## src/sv/sdtq_pkg.sv

```systemverilog
package sdtq_pkg;

    localparam int SLOT_COUNT = 16;
    localparam int SLOT_BITS  = $clog2(SLOT_COUNT);
    localparam int CNT_BITS   = $clog2(SLOT_COUNT + 1);
    localparam int TIME_BITS  = 32;
    localparam int DELAY_BITS = 32;
    localparam int COOKIE_BITS = 32;

    localparam logic [DELAY_BITS-1:0] IDLE_RESET = DELAY_BITS'(1000);

    localparam logic [1:0] CMD_ADD      = 2'd0;
    localparam logic [1:0] CMD_MODIFY   = 2'd1;
    localparam logic [1:0] CMD_DELETE   = 2'd2;
    localparam logic [1:0] CMD_DISPATCH = 2'd3;

    localparam logic [1:0] STAT_DONE      = 2'd0;
    localparam logic [1:0] STAT_UNCHANGED = 2'd1;
    localparam logic [1:0] STAT_FIRED     = 2'd2;
    localparam logic [1:0] STAT_NONE      = 2'd3;

    typedef enum logic [3:0] {
        SEQ_IDLE,
        SEQ_MOD_RD,
        SEQ_MOD_CHK,
        SEQ_UNLINK,
        SEQ_WRITE,
        SEQ_FIND_RD,
        SEQ_FIND_CMP,
        SEQ_SHIFT,
        SEQ_PLACE,
        SEQ_DISP_RD,
        SEQ_DISP_CMP,
        SEQ_HEAD_RD,
        SEQ_HEAD_CMP,
        SEQ_COOK_RD,
        SEQ_FIRE,
        SEQ_FINAL
    } seq_state_t;

endpackage

```

## src/sv/sdtq_ram.sv

```systemverilog
module sdtq_ram #(
    parameter int WIDTH = 32,
    parameter int DEPTH = 16
) (
    input  logic                     clk,
    input  logic                     we,
    input  logic [$clog2(DEPTH)-1:0] waddr,
    input  logic [WIDTH-1:0]         wdata,
    input  logic [$clog2(DEPTH)-1:0] raddr,
    output logic [WIDTH-1:0]         rdata
);

    logic [WIDTH-1:0] mem [DEPTH];

    always_ff @(posedge clk)
    begin
        if (we)
        begin
            mem[waddr] <= wdata;
        end
        rdata <= mem[raddr];
    end

endmodule

```

## src/sv/sorted_deadline_timer_queue.sv

```systemverilog
// channel   dir  handshake         tdata / tuser / tlast
// s_*       in   s_tvalid/s_tready command in tuser; timer_id, expires, cookie, now in tdata
// m_*       out  m_tvalid/m_tready status in tuser; fired_id, fired_cookie, next_delay in tdata
// cfg_*     in   cfg_we            idle_delay value on cfg_wdata
//
// one request at a time; delete makes an unlink pass over the queued entries if the timer is
// pending; add and modify add to that a read and a compare per entry passed and a step per
// shifted entry; dispatch reads and compares each queued entry, then emits each fired timer
// the pace is set by the single expiry memory port and the one shared subtractor
// reset clears queue count and pending flags, sets idle delay to 1000; no clearing pass
// a stalled result holds the sequencer; a new request is taken once the last result
// of the previous one sits in the output register
module sorted_deadline_timer_queue
    import sdtq_pkg::*;
(
    input  logic         clk,
    input  logic         rst_n,
    input  logic         s_tvalid,
    output logic         s_tready,
    input  logic [103:0] s_tdata,   // timer_id, expires, cookie, now, zero pad
    input  logic [1:0]   s_tuser,   // command
    output logic         m_tvalid,
    input  logic         m_tready,
    output logic [71:0]  m_tdata,   // fired_id, fired_cookie, next_delay, zero pad
    output logic [1:0]   m_tuser,   // status
    output logic         m_tlast,
    input  logic         cfg_we,
    input  logic [31:0]  cfg_wdata
);

    seq_state_t state_reg, state_next;

    logic [1:0]             cmd_reg, cmd_next;
    logic [SLOT_BITS-1:0]   id_reg, id_next;
    logic [TIME_BITS-1:0]   exp_reg, exp_next;
    logic [COOKIE_BITS-1:0] ck_reg, ck_next;
    logic [TIME_BITS-1:0]   now_reg, now_next;
    logic [1:0]             status_reg, status_next;
    logic [CNT_BITS-1:0]    idx_reg, idx_next;
    logic [CNT_BITS-1:0]    keep_reg, keep_next;
    logic [CNT_BITS-1:0]    pos_reg, pos_next;
    logic [CNT_BITS-1:0]    count_reg, count_next;
    logic [CNT_BITS-1:0]    nfire_reg, nfire_next;
    logic [CNT_BITS-1:0]    emit_reg, emit_next;
    logic [DELAY_BITS-1:0]  nd_reg, nd_next;
    logic [DELAY_BITS-1:0]  idle_reg;
    logic [SLOT_COUNT-1:0]  pending_reg, pending_next;

    logic [SLOT_BITS-1:0]   order_reg [SLOT_COUNT];
    logic [SLOT_BITS-1:0]   fire_reg [SLOT_COUNT];

    logic                   out_valid_reg, out_valid_next;
    logic [1:0]             out_status_reg, out_status_next;
    logic [SLOT_BITS-1:0]   out_id_reg, out_id_next;
    logic [COOKIE_BITS-1:0] out_ck_reg, out_ck_next;
    logic [DELAY_BITS-1:0]  out_nd_reg, out_nd_next;
    logic                   out_last_reg, out_last_next;

    logic                   ord_we;
    logic [SLOT_BITS-1:0]   ord_waddr;
    logic [SLOT_BITS-1:0]   ord_wdata;
    logic [SLOT_BITS-1:0]   ord_raddr;
    logic [SLOT_BITS-1:0]   ord_rd;

    logic                   fire_we;

    logic                   exp_we;
    logic [SLOT_BITS-1:0]   exp_raddr;
    logic [TIME_BITS-1:0]   exp_rdata;
    logic                   ck_we;
    logic [COOKIE_BITS-1:0] ck_rdata;

    logic [TIME_BITS-1:0]   op_a, op_b, diff;

    logic                   s_fire;
    logic                   out_free;
    logic                   last_elem;
    logic                   keep_elem;
    logic [SLOT_BITS-1:0]   idx_lo;

    assign s_tready = (state_reg == SEQ_IDLE);
    assign s_fire   = s_tvalid && s_tready;
    assign out_free = !out_valid_reg || m_tready;
    assign idx_lo   = idx_reg[SLOT_BITS-1:0];
    assign last_elem = (idx_reg == count_reg - CNT_BITS'(1));
    assign ord_rd   = order_reg[ord_raddr];
    assign diff     = op_a - op_b;

    sdtq_ram #(
        .WIDTH(TIME_BITS),
        .DEPTH(SLOT_COUNT)
    ) u_expiry_ram (
        .clk   (clk),
        .we    (exp_we),
        .waddr (id_reg),
        .wdata (exp_reg),
        .raddr (exp_raddr),
        .rdata (exp_rdata)
    );

    sdtq_ram #(
        .WIDTH(COOKIE_BITS),
        .DEPTH(SLOT_COUNT)
    ) u_cookie_ram (
        .clk   (clk),
        .we    (ck_we),
        .waddr (id_reg),
        .wdata (ck_reg),
        .raddr (fire_reg[emit_reg[SLOT_BITS-1:0]]),
        .rdata (ck_rdata)
    );

    // shared subtractor operands
    always_comb
    begin
        op_a = exp_rdata;
        op_b = now_reg;
        case (state_reg)
            SEQ_FIND_CMP:
            begin
                op_a = exp_reg;
                op_b = exp_rdata;
            end
            SEQ_DISP_CMP:
            begin
                op_a = now_reg;
                op_b = exp_rdata;
            end
            default:
            begin
                op_a = exp_rdata;
                op_b = now_reg;
            end
        endcase
    end

    always_comb
    begin
        case (state_reg)
            SEQ_SHIFT:   ord_raddr = idx_lo - SLOT_BITS'(1);
            SEQ_HEAD_RD: ord_raddr = '0;
            default:     ord_raddr = idx_lo;
        endcase
    end

    assign exp_raddr = (state_reg == SEQ_MOD_RD) ? id_reg : ord_rd;
    assign keep_elem = (state_reg == SEQ_UNLINK) ? (ord_rd != id_reg) : diff[TIME_BITS-1];

    always_comb
    begin
        state_next      = state_reg;
        cmd_next        = cmd_reg;
        id_next         = id_reg;
        exp_next        = exp_reg;
        ck_next         = ck_reg;
        now_next        = now_reg;
        status_next     = status_reg;
        idx_next        = idx_reg;
        keep_next       = keep_reg;
        pos_next        = pos_reg;
        count_next      = count_reg;
        nfire_next      = nfire_reg;
        emit_next       = emit_reg;
        nd_next         = nd_reg;
        pending_next    = pending_reg;
        ord_we          = 1'b0;
        ord_waddr       = keep_reg[SLOT_BITS-1:0];
        ord_wdata       = ord_rd;
        fire_we         = 1'b0;
        exp_we          = 1'b0;
        ck_we           = 1'b0;
        out_valid_next  = out_valid_reg && !m_tready;
        out_status_next = out_status_reg;
        out_id_next     = out_id_reg;
        out_ck_next     = out_ck_reg;
        out_nd_next     = out_nd_reg;
        out_last_next   = out_last_reg;

        case (state_reg)
            SEQ_IDLE:
            begin
                if (s_fire)
                begin
                    cmd_next    = s_tuser;
                    id_next     = s_tdata[3:0];
                    exp_next    = s_tdata[35:4];
                    ck_next     = s_tdata[67:36];
                    now_next    = s_tdata[99:68];
                    status_next = STAT_DONE;
                    idx_next    = '0;
                    keep_next   = '0;
                    nfire_next  = '0;
                    emit_next   = '0;
                    case (s_tuser)
                        CMD_DISPATCH:
                            state_next = (count_reg == '0) ? SEQ_HEAD_RD : SEQ_DISP_RD;
                        CMD_MODIFY:
                            state_next = SEQ_MOD_RD;
                        CMD_ADD:
                            state_next = pending_reg[s_tdata[3:0]] ? SEQ_UNLINK : SEQ_WRITE;
                        default:
                            state_next = pending_reg[s_tdata[3:0]] ? SEQ_UNLINK : SEQ_HEAD_RD;
                    endcase
                end
            end

            SEQ_MOD_RD:
            begin
                state_next = SEQ_MOD_CHK;
            end

            SEQ_MOD_CHK:
            begin
                if (pending_reg[id_reg] && exp_rdata == exp_reg)
                begin
                    status_next = STAT_UNCHANGED;
                    state_next  = SEQ_HEAD_RD;
                end
                else if (pending_reg[id_reg])
                begin
                    state_next = SEQ_UNLINK;
                end
                else
                begin
                    state_next = SEQ_WRITE;
                end
            end

            // compacting pass that drops the slot from the order list
            SEQ_UNLINK:
            begin
                if (keep_elem)
                begin
                    ord_we    = 1'b1;
                    keep_next = keep_reg + CNT_BITS'(1);
                end
                idx_next = idx_reg + CNT_BITS'(1);
                if (last_elem)
                begin
                    count_next           = keep_reg + CNT_BITS'(keep_elem);
                    pending_next[id_reg] = 1'b0;
                    state_next = (cmd_reg == CMD_DELETE) ? SEQ_HEAD_RD : SEQ_WRITE;
                end
            end

            SEQ_WRITE:
            begin
                exp_we   = 1'b1;
                ck_we    = (cmd_reg == CMD_ADD);
                idx_next = '0;
                if (count_reg == CNT_BITS'(SLOT_COUNT))
                begin
                    state_next = SEQ_HEAD_RD;
                end
                else if (count_reg == '0)
                begin
                    pos_next   = '0;
                    state_next = SEQ_PLACE;
                end
                else
                begin
                    state_next = SEQ_FIND_RD;
                end
            end

            SEQ_FIND_RD:
            begin
                state_next = SEQ_FIND_CMP;
            end

            // first entry that the new expiry comes before
            SEQ_FIND_CMP:
            begin
                if (diff[TIME_BITS-1])
                begin
                    pos_next   = idx_reg;
                    idx_next   = count_reg;
                    state_next = SEQ_SHIFT;
                end
                else if (last_elem)
                begin
                    pos_next   = count_reg;
                    state_next = SEQ_PLACE;
                end
                else
                begin
                    idx_next   = idx_reg + CNT_BITS'(1);
                    state_next = SEQ_FIND_RD;
                end
            end

            SEQ_SHIFT:
            begin
                ord_we    = 1'b1;
                ord_waddr = idx_lo;
                idx_next  = idx_reg - CNT_BITS'(1);
                if (idx_reg - CNT_BITS'(1) == pos_reg)
                begin
                    state_next = SEQ_PLACE;
                end
            end

            SEQ_PLACE:
            begin
                ord_we               = 1'b1;
                ord_waddr            = pos_reg[SLOT_BITS-1:0];
                ord_wdata            = id_reg;
                count_next           = count_reg + CNT_BITS'(1);
                pending_next[id_reg] = 1'b1;
                state_next           = SEQ_HEAD_RD;
            end

            SEQ_DISP_RD:
            begin
                state_next = SEQ_DISP_CMP;
            end

            // keep entries still ahead of now, collect the rest
            SEQ_DISP_CMP:
            begin
                if (keep_elem)
                begin
                    ord_we    = 1'b1;
                    keep_next = keep_reg + CNT_BITS'(1);
                end
                else
                begin
                    fire_we              = 1'b1;
                    nfire_next           = nfire_reg + CNT_BITS'(1);
                    pending_next[ord_rd] = 1'b0;
                end
                idx_next = idx_reg + CNT_BITS'(1);
                if (last_elem)
                begin
                    count_next = keep_reg + CNT_BITS'(keep_elem);
                    state_next = SEQ_HEAD_RD;
                end
                else
                begin
                    state_next = SEQ_DISP_RD;
                end
            end

            SEQ_HEAD_RD:
            begin
                if (count_reg == '0)
                begin
                    nd_next = idle_reg;
                    if (cmd_reg == CMD_DISPATCH && nfire_reg != '0)
                    begin
                        state_next = SEQ_COOK_RD;
                    end
                    else
                    begin
                        state_next = SEQ_FINAL;
                    end
                end
                else
                begin
                    state_next = SEQ_HEAD_CMP;
                end
            end

            SEQ_HEAD_CMP:
            begin
                nd_next = diff[TIME_BITS-1] ? '0 : DELAY_BITS'(diff);
                if (cmd_reg == CMD_DISPATCH && nfire_reg != '0)
                begin
                    state_next = SEQ_COOK_RD;
                end
                else
                begin
                    state_next = SEQ_FINAL;
                end
            end

            SEQ_COOK_RD:
            begin
                state_next = SEQ_FIRE;
            end

            SEQ_FIRE:
            begin
                if (out_free)
                begin
                    out_valid_next  = 1'b1;
                    out_status_next = STAT_FIRED;
                    out_id_next     = fire_reg[emit_reg[SLOT_BITS-1:0]];
                    out_ck_next     = ck_rdata;
                    out_nd_next     = nd_reg;
                    out_last_next   = (emit_reg == nfire_reg - CNT_BITS'(1));
                    emit_next       = emit_reg + CNT_BITS'(1);
                    if (emit_reg == nfire_reg - CNT_BITS'(1))
                    begin
                        state_next = SEQ_IDLE;
                    end
                    else
                    begin
                        state_next = SEQ_COOK_RD;
                    end
                end
            end

            SEQ_FINAL:
            begin
                if (out_free)
                begin
                    out_valid_next  = 1'b1;
                    out_status_next = (cmd_reg == CMD_DISPATCH) ? STAT_NONE : status_reg;
                    out_id_next     = '0;
                    out_ck_next     = '0;
                    out_nd_next     = nd_reg;
                    out_last_next   = 1'b1;
                    state_next      = SEQ_IDLE;
                end
            end

            default:
            begin
                state_next = SEQ_IDLE;
            end
        endcase
    end

    always_ff @(posedge clk or negedge rst_n)
    begin
        if (!rst_n)
        begin
            state_reg     <= SEQ_IDLE;
            count_reg     <= '0;
            pending_reg   <= '0;
            idle_reg      <= IDLE_RESET;
            out_valid_reg <= 1'b0;
        end
        else
        begin
            state_reg     <= state_next;
            count_reg     <= count_next;
            pending_reg   <= pending_next;
            out_valid_reg <= out_valid_next;
            if (cfg_we)
            begin
                idle_reg <= cfg_wdata;
            end
        end
    end

    always_ff @(posedge clk)
    begin
        cmd_reg        <= cmd_next;
        id_reg         <= id_next;
        exp_reg        <= exp_next;
        ck_reg         <= ck_next;
        now_reg        <= now_next;
        status_reg     <= status_next;
        idx_reg        <= idx_next;
        keep_reg       <= keep_next;
        pos_reg        <= pos_next;
        nfire_reg      <= nfire_next;
        emit_reg       <= emit_next;
        nd_reg         <= nd_next;
        out_status_reg <= out_status_next;
        out_id_reg     <= out_id_next;
        out_ck_reg     <= out_ck_next;
        out_nd_reg     <= out_nd_next;
        out_last_reg   <= out_last_next;
        if (ord_we)
        begin
            order_reg[ord_waddr] <= ord_wdata;
        end
        if (fire_we)
        begin
            fire_reg[nfire_reg[SLOT_BITS-1:0]] <= ord_rd;
        end
    end

    assign m_tvalid = out_valid_reg;
    assign m_tuser  = out_status_reg;
    assign m_tlast  = out_last_reg;
    assign m_tdata  = {4'b0, out_nd_reg, out_ck_reg, out_id_reg};

endmodule
```

## config.mk

```make
export PLATFORM = sky130hd
export DESIGN_NAME = sorted_deadline_timer_queue
export DESIGN_NICKNAME = d
export VERILOG_FILES = /design/src/sv/sdtq_pkg.sv /design/src/sv/sdtq_ram.sv /design/src/sv/sorted_deadline_timer_queue.sv
export SDC_FILE = /design/constraint.sdc
export NUM_CORES = 2
export LEC_CHECK = 0
export BUFFER_PORTS_ARGS = -buffer_cell sky130_fd_sc_hd__buf_2
export CAP_MARGIN = 20
export CORE_MARGIN = 3
export CORE_UTILIZATION = 45
export DETAILED_ROUTE_END_ITERATION = 10
export PLACE_DENSITY_LB_ADDON = 0.12
export SLEW_MARGIN = 10
export SYNTH_ARGS = -nofsm -noshare
export SYNTH_HDL_FRONTEND = slang
export SYNTH_SLANG_ARGS = --single-unit
```

## constraint.sdc

```tcl
create_clock -name clk -period 15.28 [get_ports clk]
set_clock_uncertainty 0.1 [all_clocks]
set_input_delay 4.584 -clock clk [delete_from_list [all_inputs] [get_ports clk]]
set_output_delay 4.584 -clock clk [all_outputs]
set_load 0.1 [all_outputs]
```

==> impl_metrics.ini <==
[routing]
wl_per_cell_um = 27.8
drt_iter0_drc = 3587
drc = 0
drt_pass1_iterations = 5
totalWireLength_um = 167000
vias = 35700
antenna_left = 0
via_per_inst = 5.95

[synth]
ys_types = 89
yosys_warnings = 0
syn_area_sq_mm = 0.0620
synthDominantCellAreaShare_pct = 67.0
ys_async_sr_fraction_pct = 3.84
ys.flop_type = edfxtp_1
synth_largest_area_cell = edfxtp_1
synth-seq-area-share_pct = 71.5
synthCells = 3869
synth-edff-count = 1383
synth_area_leaders = edfxtp_1 67%, mux4_2 6.0%, dfxtp_1 2.2%
ys_ff_latch = 1509
yosys-top-cells-count = 1383 x edfxtp_1, 323 x nand2_1, 170 x clkbuf_1, 166 x and3_1, 164 x mux4_2
yosysMostFrequentCell = edfxtp_1
syn_avg_cell_area_sq_um = 16.0

[timing]
maxSlewHeadroom_pct = 27.7
tightestPinTransition_ns = 1.08
post-route-period-util_pct = 48.7
final-setup-viol-count = 0
max_freq_ghz = 0.134
timing.final.crit_period_ns = 7.44
rsz0062_at_grt = no
tns_ns = 0
hold_viol = 0
slew_violations = 0

[cells_and_area]
layout-drive-gt1-share_pct = 21.0
area_delta_synth_final_pct = 14.0
fillers = 11200
final_nets = 4281
antennaDiodeCount = 0
top_regs = u_cookie_ram.mem: 512 flops, u_expiry_ram.mem: 512 flops

[floorplanning]
coreArea_sq_mm = 0.136
start_util_pct = 45.5
fp.dieW_um = 377
rows = 135
chipHeight_um = 377
io_pins = 220
dieArea_sq_mm = 0.142

[clocking]
cts_tree = yes
clk_latency_ns = 0.78
ctsHoldBuffers = 0
cts.htree.levels = 4
ctsResizeCount = 0
path_clk_slew_ns = 0.06
clock-sinks = 1509
numCtsBuffers = 162
cts_root_buf = clkbuf_16
clk_path_buf_depth = 3
postCtsSetupBuffers = 0

[flow_run]
maxCapViolCount = 0

[grt]
grt_pass1_wl_um = 245000
antenna_found_initial = 7
track_usage_pct = 23.6
grt_max_degree = 94
grt.overflow.total = 0
grt_pass1_vias = 35100

[place]
numPortBuffers = 211
dp_hpwl_um = 93100
gp_congestion = 0.855

[critical_path]
worstSetupPathType = flop to flop
crit_path_max_fanout = 79
cp.required_ns = 15.79
startpoint_type = flop
cp-end-kind = flop
arrival_ns = 7.94

[hold_path]
hp-class = flop to flop

[outcome]
outcome = finished, final reports clean
cells by family after synthesis:
group,count (synthesis),share of synthesized area [%]
flops,1509,71.5
simple gates,844,6.57
compound gates,754,8.78
mux,340,8.95
buf+inv,282,1.91
xor+xnor,94,1.33
fa+ha+maj,45,0.920
other cells,1,0.00605
final cells by class:
type	count	area [sq um]	share of cell area, %
Tap cell	1781	2230	3.15
Timing Repair Buffer	312	1830	2.59
Clock inverter	80	822	1.16
Inverter	27	106	0.151
Clock buffer	220	4440	6.29
Sequential cell	1509	44400	62.8
Multi-Input combinational cell	2081	16900	23.9
layer usage:
layer	up-vias	global-route usage, %	wire length [um]
met5	-	0	26
met4	4	6.08	3830
met2	1269	37.1	78400
li1	15800	-	-
met1	18400	33.9	73500
met3	257	4.60	11600
critical path: stages (launching register included):
cell      delay (ns)
edfxtp_1        0.32
buf_4           0.33
clkinv_1        0.53
ha_1            0.56
and4bb_1        0.85
o21ai_2         0.22
nand2_1         0.35
mux2_2          0.45
o221a_4         0.52
nand2_8         0.45
buf_4           0.83
buf_4           0.72
nand2_1         0.10
and3_1          0.18
o311ai_1        0.59
path summary, 6_finish.rpt:
kind                                 start                endpoint  slack [ns]  cells after the start
worst min register to register   nd_reg[0]           out_nd_reg[0]        0.32                      0
worst max register to register  idx_reg[1]  u_expiry_ram.rdata[11]        7.84                     14
worst min-delay path             nd_reg[0]           out_nd_reg[0]        0.32                      0
worst max-delay path            idx_reg[1]  u_expiry_ram.rdata[11]        7.84                     14
max in group asynchronous            rst_n            idle_reg[25]       10.43                      2
min in group asynchronous            rst_n            count_reg[1]        3.52                      1
layout by cell type, fill, tap and decap left out, types with 32 or more instances in the layout:
cell type  count
and2_1        49
a21oi_1       96
buf_4        101
dfrtp_1       52
dfxtp_1       68
o21ai_0      126
clkbuf_1      42
edfxtp_1    1383
o211ai_1      62
and3_1       164
nand2_1      320
a211oi_1     135
xnor2_1       66
ha_1          44
mux2i_1      100
a311o_1       32
nand3_1       83
mux4_2       161
a22oi_1       33
nor2_4        36
clkbuf_16    163
buf_2        210
nor2_1        84
a22o_1        37
o32a_1        32
mux2_2        75
per-stage QoR:
stage	instance area, sq um	utilization, %	hold WS, ns	cells	worst slack, ns
final	70700	51.9	0.317	6010	7.84
after detailed placement	65400	48.0	0.305	5710	8.02
after global placement	65400	48.0	0.301	5710	8.07
after global routing	70700	51.9	0.322	6010	7.50
after CTS	70700	51.9	0.319	6010	7.98
after floorplan	62000	-	0.300	3872	7.66
Power is left out: the tool's default activity adds up to more than one toggle a clock period on the data nets, which glitch-free logic cannot reach.
